$ cat src/design/vital_sign_alarm_annunciator_assert.svh
// Assertion macros for the vital sign alarm annunciator.
// Both sample on clk_i and are disabled while rst_ni is low.
`ifndef VITAL_SIGN_ALARM_ANNUNCIATOR_ASSERT_SVH
`define VITAL_SIGN_ALARM_ANNUNCIATOR_ASSERT_SVH

`ifndef ASSERT_OFF
`define VSAA_ASSERT_IMP(lbl, ante, cons) \
  lbl: assert property (@(posedge clk_i) disable iff (!rst_ni) (ante) |-> (cons)) \
    else $error("vsaa assertion failed");
`define VSAA_ASSERT_NXT(lbl, ante, cons) \
  lbl: assert property (@(posedge clk_i) disable iff (!rst_ni) (ante) |=> (cons)) \
    else $error("vsaa assertion failed");
`else
`define VSAA_ASSERT_IMP(lbl, ante, cons)
`define VSAA_ASSERT_NXT(lbl, ante, cons)
`endif

`endif

$ cat src/design/vsaa_pkg.sv
`default_nettype none

package vsaa_pkg;

  localparam int unsigned TS_W    = 32;
  localparam int unsigned IV_W    = 16;
  localparam int unsigned RD_W    = 10;
  localparam int unsigned TEMP_W  = 14;
  localparam int unsigned RESP_W  = 7;
  localparam int unsigned BAND_W  = 14;
  localparam int unsigned TMR_W   = 3;
  localparam int unsigned CNT_W   = $clog2(TS_W);

  localparam logic [IV_W-1:0]   IV_RESET     = 16'd1;
  localparam logic [RD_W-1:0]   BATT_LOW_LIM = 10'd40;
  localparam logic [TMR_W-1:0]  REARM_CNT    = 3'd6;

  localparam logic [BAND_W-1:0] SYS_A_HI  = 14'd156;
  localparam logic [BAND_W-1:0] SYS_A_LO  = 14'd96;
  localparam logic [BAND_W-1:0] SYS_W_HI  = 14'd136;
  localparam logic [BAND_W-1:0] SYS_W_LO  = 14'd114;
  localparam logic [BAND_W-1:0] DIA_W_HI  = 14'd84;
  localparam logic [BAND_W-1:0] DIA_W_LO  = 14'd66;
  localparam logic [BAND_W-1:0] PUL_A_HI  = 14'd115;
  localparam logic [BAND_W-1:0] PUL_A_LO  = 14'd51;
  localparam logic [BAND_W-1:0] PUL_W_HI  = 14'd105;
  localparam logic [BAND_W-1:0] PUL_W_LO  = 14'd57;
  localparam logic [BAND_W-1:0] TMP_A_HI  = 14'd435;
  localparam logic [BAND_W-1:0] TMP_A_LO  = 14'd307;
  localparam logic [BAND_W-1:0] TMP_W_HI  = 14'd397;
  localparam logic [BAND_W-1:0] TMP_W_LO  = 14'd343;
  localparam logic [BAND_W-1:0] RSP_A_HI  = 14'd23;
  localparam logic [BAND_W-1:0] RSP_A_LO  = 14'd11;

  typedef enum logic [1:0] {
    ST_IDLE,
    ST_DIV,
    ST_EVAL,
    ST_OUT
  } vsaa_state_e;

  typedef struct packed {
    logic eval;
    logic ack_set;
    logic alarm_band;
    logic warn_band;
  } vsaa_ch_ctl_t;

  typedef struct packed {
    logic alarm;
    logic warn;
  } vsaa_ch_st_t;

  function automatic logic out_of_band_f(logic [BAND_W-1:0] v,
                                         logic [BAND_W-1:0] hi,
                                         logic [BAND_W-1:0] lo);
    return (v > hi) || (v < lo);
  endfunction

endpackage

`default_nettype wire

$ cat src/design/vsaa_mod.sv
`default_nettype none

// bit-serial restoring remainder, one dividend bit per cycle
module vsaa_mod import vsaa_pkg::*; (
  input  logic            clk_i,
  input  logic            rst_ni,
  input  logic            start_i,
  input  logic [TS_W-1:0] dividend_i,
  input  logic [IV_W-1:0] divisor_i,
  output logic            done_o,
  output logic            zero_o
);

  logic [TS_W-1:0]  num_q, num_d;
  logic [IV_W-1:0]  rem_q, rem_d;
  logic [CNT_W-1:0] cnt_q, cnt_d;
  logic             busy_q, busy_d;
  logic             done_q, done_d;
  logic [IV_W:0]    shifted;
  logic [IV_W:0]    diff;
  logic             ge;

  always_comb begin
    shifted = {rem_q, num_q[TS_W-1]};
    diff    = shifted - {1'b0, divisor_i};
    ge      = shifted >= {1'b0, divisor_i};
    num_d   = num_q;
    rem_d   = rem_q;
    cnt_d   = cnt_q;
    busy_d  = busy_q;
    done_d  = 1'b0;
    if (start_i) begin
      num_d  = dividend_i;
      rem_d  = '0;
      cnt_d  = '0;
      busy_d = 1'b1;
    end else if (busy_q) begin
      num_d = {num_q[TS_W-2:0], 1'b0};
      rem_d = ge ? diff[IV_W-1:0] : shifted[IV_W-1:0];
      cnt_d = cnt_q + 1'b1;
      if (cnt_q == CNT_W'(TS_W - 1)) begin
        busy_d = 1'b0;
        done_d = 1'b1;
      end
    end
  end

  always_ff @(posedge clk_i or negedge rst_ni) begin
    if (!rst_ni) begin
      busy_q <= 1'b0;
      done_q <= 1'b0;
      cnt_q  <= '0;
    end else begin
      busy_q <= busy_d;
      done_q <= done_d;
      cnt_q  <= cnt_d;
    end
  end

  always_ff @(posedge clk_i) begin
    num_q <= num_d;
    rem_q <= rem_d;
  end

  assign done_o = done_q;
  assign zero_o = (rem_q == '0);

endmodule

`default_nettype wire

$ cat src/design/vsaa_chan.sv
`default_nettype none

// one alarm channel: alarm flag, ack latch, rearm timer, warning flag
module vsaa_chan import vsaa_pkg::*; (
  input  logic         clk_i,
  input  logic         rst_ni,
  input  vsaa_ch_ctl_t ctl_i,
  output vsaa_ch_st_t  st_o
);

  logic             alarm_q, alarm_d;
  logic             ack_q, ack_d;
  logic             warn_q, warn_d;
  logic [TMR_W-1:0] tmr_q, tmr_d;
  logic [TMR_W-1:0] tmr_inc;

  always_comb begin
    tmr_inc = tmr_q + 1'b1;
    alarm_d = alarm_q;
    ack_d   = ack_q | ctl_i.ack_set;
    warn_d  = warn_q;
    tmr_d   = tmr_q;
    if (ctl_i.eval) begin
      if (ctl_i.alarm_band) begin
        if (ack_q) begin
          if (tmr_inc >= REARM_CNT) begin
            alarm_d = 1'b1;
            ack_d   = 1'b0;
            tmr_d   = '0;
          end else begin
            tmr_d = tmr_inc;
          end
        end else begin
          alarm_d = 1'b1;
          tmr_d   = '0;
        end
      end else begin
        if (alarm_q) begin
          alarm_d = 1'b0;
          tmr_d   = '0;
        end
        ack_d  = 1'b0;
        warn_d = ctl_i.warn_band;
      end
    end
  end

  always_ff @(posedge clk_i or negedge rst_ni) begin
    if (!rst_ni) begin
      alarm_q <= 1'b0;
      ack_q   <= 1'b0;
      warn_q  <= 1'b0;
      tmr_q   <= '0;
    end else begin
      alarm_q <= alarm_d;
      ack_q   <= ack_d;
      warn_q  <= warn_d;
      tmr_q   <= tmr_d;
    end
  end

  assign st_o.alarm = alarm_q;
  assign st_o.warn  = warn_q;

endmodule

`default_nettype wire

$ cat src/design/vital_sign_alarm_annunciator.sv
// Each transaction passes the serial remainder unit, its registered done handoff,
//   then the evaluate state and the output load state before result valid.
// Input is taken only in ST_IDLE, so the block takes no new transaction before
//   the last result is loaded; a result still stalled holds off further input.
// Reset (rst_ni, async, active low): all flags, latches and timers clear,
//   eval_interval = 1, no result pending.
`default_nettype none
`include "vital_sign_alarm_annunciator_assert.svh"

module vital_sign_alarm_annunciator import vsaa_pkg::*; (
  input  logic              clk_i,
  input  logic              rst_ni,
  input  logic              cfg_we_i,
  input  logic [IV_W-1:0]   cfg_wdata_i,
  input  logic              in_valid_i,
  output logic              in_stall_o,
  input  logic [TS_W-1:0]   time_stamp_i,
  input  logic [RD_W-1:0]   battery_level_i,
  input  logic [RD_W-1:0]   systolic_i,
  input  logic [RD_W-1:0]   diastolic_i,
  input  logic [RD_W-1:0]   pulse_rate_i,
  input  logic [TEMP_W-1:0] temp_tenths_i,
  input  logic [RESP_W-1:0] resp_rate_i,
  input  logic              ack_systolic_i,
  input  logic              ack_pulse_i,
  input  logic              ack_temp_i,
  input  logic              ack_resp_i,
  output logic              out_valid_o,
  input  logic              out_stall_i,
  output logic              evaluated_o,
  output logic              battery_low_o,
  output logic              sys_alarm_o,
  output logic              sys_warning_o,
  output logic              dias_warning_o,
  output logic              pulse_alarm_o,
  output logic              pulse_warning_o,
  output logic              temp_alarm_o,
  output logic              temp_warning_o,
  output logic              resp_alarm_o
);

  vsaa_state_e state_q, state_d;

  logic [IV_W-1:0]   ival_q;
  logic [RD_W-1:0]   batt_q, sys_q, dias_q, pulse_q;
  logic [TEMP_W-1:0] temp_q;
  logic [RESP_W-1:0] resp_q;
  logic              eval_q, eval_d;
  logic              batt_low_q, batt_low_d;
  logic              dias_warn_q, dias_warn_d;
  logic              out_valid_q, out_valid_d;
  logic [9:0]        out_q, out_d;

  logic in_acc, mod_start, mod_done, mod_zero, do_eval, out_load;

  vsaa_ch_ctl_t ctl_sys, ctl_pul, ctl_tmp, ctl_rsp;
  vsaa_ch_st_t  st_sys, st_pul, st_tmp, st_rsp;

  logic [BAND_W-1:0] sys_v, dias_v, pulse_v, temp_v, resp_v;

  assign sys_v   = BAND_W'(sys_q);
  assign dias_v  = BAND_W'(dias_q);
  assign pulse_v = BAND_W'(pulse_q);
  assign temp_v  = temp_q;
  assign resp_v  = BAND_W'(resp_q);

  always_comb begin
    state_d    = state_q;
    in_stall_o = 1'b1;
    mod_start  = 1'b0;
    do_eval    = 1'b0;
    out_load   = 1'b0;
    eval_d     = eval_q;
    case (state_q)
      ST_IDLE: begin
        in_stall_o = 1'b0;
        if (in_valid_i) begin
          mod_start = 1'b1;
          state_d   = ST_DIV;
        end
      end
      ST_DIV: begin
        if (mod_done) begin
          eval_d  = mod_zero || (ival_q == '0);
          state_d = ST_EVAL;
        end
      end
      ST_EVAL: begin
        do_eval = eval_q;
        state_d = ST_OUT;
      end
      ST_OUT: begin
        if (!out_valid_q || !out_stall_i) begin
          out_load = 1'b1;
          state_d  = ST_IDLE;
        end
      end
      default: state_d = ST_IDLE;
    endcase
  end

  assign in_acc = in_valid_i && !in_stall_o;

  vsaa_mod u_mod (
    .clk_i      (clk_i),
    .rst_ni     (rst_ni),
    .start_i    (mod_start),
    .dividend_i (time_stamp_i),
    .divisor_i  (ival_q),
    .done_o     (mod_done),
    .zero_o     (mod_zero)
  );

  always_comb begin
    ctl_sys.eval       = do_eval;
    ctl_sys.ack_set    = in_acc && ack_systolic_i;
    ctl_sys.alarm_band = out_of_band_f(sys_v, SYS_A_HI, SYS_A_LO);
    ctl_sys.warn_band  = out_of_band_f(sys_v, SYS_W_HI, SYS_W_LO);
    ctl_pul.eval       = do_eval;
    ctl_pul.ack_set    = in_acc && ack_pulse_i;
    ctl_pul.alarm_band = out_of_band_f(pulse_v, PUL_A_HI, PUL_A_LO);
    ctl_pul.warn_band  = out_of_band_f(pulse_v, PUL_W_HI, PUL_W_LO);
    ctl_tmp.eval       = do_eval;
    ctl_tmp.ack_set    = in_acc && ack_temp_i;
    ctl_tmp.alarm_band = out_of_band_f(temp_v, TMP_A_HI, TMP_A_LO);
    ctl_tmp.warn_band  = out_of_band_f(temp_v, TMP_W_HI, TMP_W_LO);
    ctl_rsp.eval       = do_eval;
    ctl_rsp.ack_set    = in_acc && ack_resp_i;
    ctl_rsp.alarm_band = out_of_band_f(resp_v, RSP_A_HI, RSP_A_LO);
    ctl_rsp.warn_band  = 1'b0;
  end

  vsaa_chan u_ch_sys (.clk_i(clk_i), .rst_ni(rst_ni), .ctl_i(ctl_sys), .st_o(st_sys));
  vsaa_chan u_ch_pul (.clk_i(clk_i), .rst_ni(rst_ni), .ctl_i(ctl_pul), .st_o(st_pul));
  vsaa_chan u_ch_tmp (.clk_i(clk_i), .rst_ni(rst_ni), .ctl_i(ctl_tmp), .st_o(st_tmp));
  vsaa_chan u_ch_rsp (.clk_i(clk_i), .rst_ni(rst_ni), .ctl_i(ctl_rsp), .st_o(st_rsp));

  always_comb begin
    batt_low_d  = batt_low_q;
    dias_warn_d = dias_warn_q;
    if (do_eval) begin
      batt_low_d  = batt_q < BATT_LOW_LIM;
      dias_warn_d = out_of_band_f(dias_v, DIA_W_HI, DIA_W_LO);
    end
    out_valid_d = out_valid_q;
    out_d       = out_q;
    if (out_valid_q && !out_stall_i) begin
      out_valid_d = 1'b0;
    end
    if (out_load) begin
      out_valid_d = 1'b1;
      out_d = {st_rsp.alarm, st_tmp.warn, st_tmp.alarm, st_pul.warn, st_pul.alarm,
               dias_warn_q, st_sys.warn, st_sys.alarm, batt_low_q, eval_q};
    end
  end

  always_ff @(posedge clk_i or negedge rst_ni) begin
    if (!rst_ni) begin
      state_q     <= ST_IDLE;
      ival_q      <= IV_RESET;
      eval_q      <= 1'b0;
      batt_low_q  <= 1'b0;
      dias_warn_q <= 1'b0;
      out_valid_q <= 1'b0;
    end else begin
      state_q     <= state_d;
      eval_q      <= eval_d;
      batt_low_q  <= batt_low_d;
      dias_warn_q <= dias_warn_d;
      out_valid_q <= out_valid_d;
      if (cfg_we_i) begin
        ival_q <= cfg_wdata_i;
      end
    end
  end

  always_ff @(posedge clk_i) begin
    out_q <= out_d;
    if (in_acc) begin
      batt_q  <= battery_level_i;
      sys_q   <= systolic_i;
      dias_q  <= diastolic_i;
      pulse_q <= pulse_rate_i;
      temp_q  <= temp_tenths_i;
      resp_q  <= resp_rate_i;
    end
  end

  assign out_valid_o     = out_valid_q;
  assign evaluated_o     = out_q[0];
  assign battery_low_o   = out_q[1];
  assign sys_alarm_o     = out_q[2];
  assign sys_warning_o   = out_q[3];
  assign dias_warning_o  = out_q[4];
  assign pulse_alarm_o   = out_q[5];
  assign pulse_warning_o = out_q[6];
  assign temp_alarm_o    = out_q[7];
  assign temp_warning_o  = out_q[8];
  assign resp_alarm_o    = out_q[9];

  `VSAA_ASSERT_NXT(a_acc_starts_div, in_acc, state_q == ST_DIV)
  `VSAA_ASSERT_IMP(a_done_in_div, mod_done, state_q == ST_DIV)
  `VSAA_ASSERT_NXT(a_load_sets_valid, out_load, out_valid_q && state_q == ST_IDLE)
  `VSAA_ASSERT_IMP(a_eval_only_eval_st, do_eval, state_q == ST_EVAL && eval_q)

endmodule

`default_nettype wire
$ cat config.mk
export PLATFORM = sky130hd
export DESIGN_NAME = vital_sign_alarm_annunciator
export DESIGN_NICKNAME = d
export VERILOG_FILES = /design/src/design/vsaa_pkg.sv /design/src/design/vsaa_mod.sv /design/src/design/vsaa_chan.sv /design/src/design/vital_sign_alarm_annunciator.sv
export VERILOG_INCLUDE_DIRS = /design/src /design/src/design
export SDC_FILE = /design/constraint.sdc
export NUM_CORES = 1
export LEC_CHECK = 0
export BUFFER_PORTS_ARGS = -buffer_cell sky130_fd_sc_hd__buf_2
export CORE_UTILIZATION = 60
export DETAILED_ROUTE_END_ITERATION = 10
export HOLD_SLACK_MARGIN = 0.12
export PLACE_DENSITY = 0.92
export SLEW_MARGIN = 5
export SYNTH_ARGS = -nofsm -noshare
export SYNTH_HDL_FRONTEND = slang
export SYNTH_SLANG_ARGS = --single-unit
$ cat constraint.sdc
create_clock -name clk_i -period 6.48 [get_ports clk_i]
set_input_delay 1.62 -clock clk_i [delete_from_list [all_inputs] [get_ports clk_i]]
set_output_delay 1.62 -clock clk_i [all_outputs]
set_load 0.005 [all_outputs]
# Word-level counts from Yosys, hierarchy flattened
# Index checks and enable logic that the tools add are counted.
[totals]
word_cells = 186
output_inout_bits = 12
in_bits = 118
ff_bits = 171
[op_classes]
n_addsub = 6
n_eq_ne = 11
bitwise = 7
reduce_logical = 40
order_cmp = 22
mux = 67
[op_table]
columns = ["operator", "n"]
rows = [
  ["32-bit 2-to-1 mux", 2],
  ["3-bit 2-to-1 mux", 16],
  ["1-bit 2-to-1 mux", 42],
  ["16-bit logical NOT", 2],
  ["10-bit by 7-bit greater-than comparator with 1-bit output, second input constant", 3],
  ["10-bit by 6-bit < comparator with 1-bit output, second input constant", 3],
  ["10-bit by 7-bit < comparator with 1-bit output, second input constant", 3],
  ["14-bit by 9-bit greater-than comparator with 1-bit output, second input constant", 2],
  ["14-bit by 9-bit < comparator with 1-bit output, second input constant", 2],
  ["2-bit AND reduction", 12],
  ["10-bit by 8-bit greater-than comparator with 1-bit output, second input constant", 2],
  ["17-bit by 16-bit greater-or-equal comparator with 1-bit output", 1],
  ["16-bit 2-to-1 mux", 1],
  ["16-bit subtractor", 1],
  ["3-bit by 1-bit adder with 3-bit output, second input constant", 4],
  ["3-bit greater-or-equal comparator, second input constant", 4],
  ["3-bit inequality test, second input constant", 4],
  ["2-bit nonzero test", 6],
  ["1-bit logical OR", 10],
  ["5-bit 2-to-1 mux", 2],
  ["2-bit case mux with 4 select lines", 1],
  ["7-bit by 5-bit greater-than comparator with 1-bit output, second input constant", 1],
  ["7-bit by 4-bit < comparator with 1-bit output, second input constant", 1],
  ["1-bit logical AND", 6],
  ["other kinds (12)", 22],
]

# Depth between registers and ports, before layout
[logic_depth]
ltp_word = 8
ltp_mapped = 10

# Modules after synthesis
# From an unflattened synthesis, not the netlist that was laid out.
[hier_totals]
hier_cells = 641
area_unflattened_um2 = 7990.2
[modules_own_cells]
columns = ["mod", "n_inst", "area_each_um2", "cells_each", "seq_area_each_um2"]
rows = [
  ["vital_sign_alarm_annunciator", 1, 3353.2, 191, 2593.7],
  ["vsaa_mod", 1, 3300.7, 314, 1456.4],
  ["vsaa_chan", 4, 334.1, 34, 150.1],
]

# Worst setup path after synthesis
# OpenSTA, ideal clock, no wires.
[synth_path]
path_kind = "input-to-reg"
start = "in in_valid_i"
end = "reg batt_q[3], enable pin"
t_required_ps = 6035
setup_slack_ps = 2330
path_stages = 3
arrival_time_ps = 3705
path_buffers = 1
setup_time_ps = 445
cell_sequence = "nand2_1 > inv_2 > buf_1"
[synth_between]
elab_chain_len = 1
[synth_lines]
columns = ["element", "line_no", "rtl"]
rows = [
  ["from (decl)", "vital_sign_alarm_annunciator.sv:15", "input logic in_valid_i,"],
  ["1-bit logical AND", "vital_sign_alarm_annunciator.sv:102", "assign in_acc = in_valid_i && !in_stall_o;"],
  ["net in_acc", "vital_sign_alarm_annunciator.sv:54", "logic in_acc, mod_start, mod_done, mod_zero, do_eval, out_load;"],
  ["to (signal assigned)", "vital_sign_alarm_annunciator.sv:180", "batt_q <= battery_level_i;"],
  ["to (decl)", "vital_sign_alarm_annunciator.sv:45", "logic [RD_W-1:0] batt_q, sys_q, dias_q, pulse_q;"],
]
# The timed path passes the listed nets, and every way through them passes these cells.
# A chain may end at the register's enable or synchronous reset.

# Worst setup path in the final report
[layout_path]
start = "in in_valid_i"
end = "reg u_mod.num_q[24], data pin"
[layout_between]
elab_chain_len = 3
[layout_lines]
columns = ["element", "line_no", "rtl"]
rows = [
  ["1-bit 2-to-1 mux", "vital_sign_alarm_annunciator.sv:77", "if (in_valid_i) begin"],
  ["1-bit 2-to-1 mux", "vital_sign_alarm_annunciator.sv:74", "case (state_q)"],
  ["32-bit 2-to-1 mux", "vsaa_mod.sv:32", "if (start_i) begin"],
  ["net u_mod.num_d[24]", "vsaa_mod.sv:14", "logic [TS_W-1:0] num_q, num_d;"],
  ["to (signal assigned)", "vsaa_mod.sv:61", "num_q <= num_d;"],
  ["to (decl)", "vsaa_mod.sv:14", ""],
]
# The timed path passes the listed nets, and every way through them passes these cells.

==> metrics <==
Longest Clk Path Bufs 2; Critical Path Start in_valid_i; all-layer global routing usage 25.8%; Register-to-Register Path Depth 8; Core Box Area 0.0127 sq mm; Layout area overhead 17.3%; NumNets Final between 1k and 1.5k; sw power 1.36 mW; grt ovf 0; Async SR Flop Fraction 31.0%; synth top area cells edfxtp_1 38%, dfrtp_1 16%, nand2_1 6.4%; layout cells sized above 1 20.1%; Slew @ Worst Pin 1.08 ns; antenna violations before repair 1; Seq pwr share 42.0%; RR Endpoint u_mod.rem_q[9]; crit end category flip-flop; final worst slack 3.36 ns; DP HPWL 11100 microns; PortBufs 126; CP Launch Type primary input; period utilization 48.1%; Setup TNS 0 ns; Max-Cap Viols 0; Met1 Wirelength 6690 microns; Post-synth EDFFs 100; Cell Pwr Density 430 mW/mm^2; CTS clock-pin slew for the worst setup and hold paths 0.06 ns; WP data arrival 3.30 ns; WL per Instance about 16 microns; most common cell in the netlist nand2_1; switching share of power between 30% and 40%; Internal 2.61 mW; RR Startpoint ival_q[12]; Max Used Layer met4; share of total power in the clock network 26.0%; Synth Warn # 0; maximum vdd ir drop 0.245 mV; WL met3 1010 microns; simple-gate share of the synthesized area 16.6%; die area 0.0136 sq mm; PostCTS Resize Cnt 0; FF-to-FF setup slack 3.61 ns; antenna viol nets, final 0; FF+latch count, synth 168; Power Total 3.97 mW; starting density of the core approximately three fifths; first-pass GRT wire length 26300 microns; Post-CTS Setup Bufs 0; commonest cells in the synthesized netlist 135 x nand2_1, 100 x edfxtp_1, 55 x o21ai_0; Synth Area in Compound Gates 13.1%; CTS buffer count 17; top cell type's share of synthesized area 38.2%; Final Slew Violations 0; final WL ~16000 microns; Placed Area around 0.0086 sq mm; final instance area 0.00923 sq mm; Peak Freq 321 MHz; via/cell ratio about 5.8; root buffer cell clkbuf_16; leakage power 4.08 nW; Iter 0 DRT Violations 430; Tmin final 3.12 ns; post-synthesis sequential area ratio about three fifths; fillers 877; Die H between 100 and 150 microns; CTS tree built; RSZ-0062 raised after global routing no; pre-CTS WS between 2 and 3 ns; Horiz. Die Dim 116 microns; vias 6014; vias in the first global route ~5.7k; hold_buf cts 0; relative slew slack between 20% and 30%; largest area contributor in the netlist edfxtp_1; main combinational cell family by area after synthesis simple AND/OR/NAND/NOR gates; Setup CP Type primary input to flip-flop; Final Hold Vio Count 0; Hold Slack 0.451 ns; Comb pwr share 32.0%; mux share of post-synthesis cell area 0.970%; Ports 130; Yosys cell types 66; Worst Path Required 6.66 ns; clk_skew ~0.012 ns; Hold WC Path Type flip-flop to flip-flop; CP Capture Point u_mod.num_q[24]; Syn Area/Cell 10.7 sq um; Post-Syn Nets 886; First-pass DRT Iterations 5; dominant synthesized flop cell edfxtp_1; routability congestion estimate 0.922; num rows between 40 and 50; XOR/XNOR Fraction of Synth Area 2.00%; clock latency on the worst-skew pair between 0.4 and 0.5 ns; adder-cell share of the synthesized area 5.19%; final setup fails 0; Residual DRC 0; htree depth 4; pin count of the biggest net entering global routing 58; routed wl met2 around 8400 microns; post-synthesis cell area 0.00787 sq mm; cell count after synthesis between 700 and 800; status complete, no violations; crit path max fanout 57; clk sinks between 150 and 200
-- how the worst min path moves through the flow --
stage	startpoint	to	slack (ns)	cells after the start
after CTS	u_ch_sys.warn_q	out_q[3]	0.45	0
after global routing	u_ch_sys.warn_q	out_q[3]	0.46	0
after global placement	u_ch_sys.warn_q	out_q[3]	0.43	0
after floorplan	u_ch_sys.warn_q	out_q[3]	0.42	0
final	u_ch_sys.warn_q	out_q[3]	0.45	0
after detailed placement	u_ch_sys.warn_q	out_q[3]	0.44	0
-- layout make-up --
cell class                      count  area, sq um  share of cell area [%]
Sequential cell                   168         4630                    50.1
Multi-Input combinational cell    502         2980                    32.3
Timing Repair Buffer              130          661                    7.16
Clock buffer                       18          429                    4.65
Tap cell                          172          215                    2.33
Clock inverter                     14          170                    1.84
Inverter                           38          144                    1.56
Antenna cell                        1         2.50                  0.0271
-- metrics by stage --
stage	utilization, %	std cells
2_1_floorplan	-	736
3_3_place_gp	67.8	1010
3_5_place_dp	67.8	1010
4_1_cts	72.5	1042
5_1_grt	72.5	1043
6_report	72.5	1043
-- worst max-delay path, cell delays in order --
cell and delay [ns]:
buf_2 0.12, nand2_1 0.09, clkinv_2 0.67, buf_4 0.58, nand2_1 0.14, nand2_1 0.05
-- routing by layer --
layer	global-route usage, %	up-vias
met2	42.7	238
met5	0	-
met1	31.9	2838
met3	7.01	32
li1	-	2906
met4	11.0	0
-- cells in the final DEF, fill, tap and decap left out, types with 5 or more instances in the layout --
cell / Yosys / layout
o21ai_0: 55 / 55
dfxtp_1: 16 / 16
o31ai_1: 9 / 9
ha_1: 31 / 31
and3_1: 8 / 8
a21o_1: 6 / 6
xnor2_1: 8 / 8
nand4_1: 10 / 10
a31oi_1: 11 / 11
dfrtp_1: 51 / 51
edfxtp_1: 100 / 100
nor2_1: 30 / 30
inv_1: 37 / 37
nor4_1: 13 / 13
nand3_1: 38 / 38
xor2_1: 10 / 10
nor3_1: 12 / 12
clkbuf_16: 0 / 17
o21ai_1: 6 / 6
nor2b_1: 7 / 7
buf_2: 5 / 126
nand2_1: 135 / 135
a21oi_1: 38 / 38
inv_6: 0 / 5
-- kinds of logic after synthesis --
family          after synthesis
buf+inv                      66
simple gates                280
xor+xnor                     18
compound gates              165
flops                       168
mux                           7
fa+ha+maj                    32
-- power by group through the flow --
stage / clock (mW) / sequential [mW] / combinational, mW
CTS: 1.04 / 1.66 / 1.26
global route: 1.08 / 1.70 / 1.42
finish: 1.03 / 1.67 / 1.27
floorplan: 0 / 1.63 / 0.961
global placement: 0 / 1.67 / 1.20
detailed placement: 0 / 1.68 / 1.24
-- flip-flops by register name, indices dropped and copies added, names as in the netlist, 5 cells and up --
signal,count
batt_q,7
dias_q,10
ival_q,16
out_q,10
pulse_q,10
resp_q,7
sys_q,10
temp_q,14
u_mod.cnt_q,5
u_mod.num_q,32
u_mod.rem_q,16
Note: power is estimated with default switching activity, not from simulation.
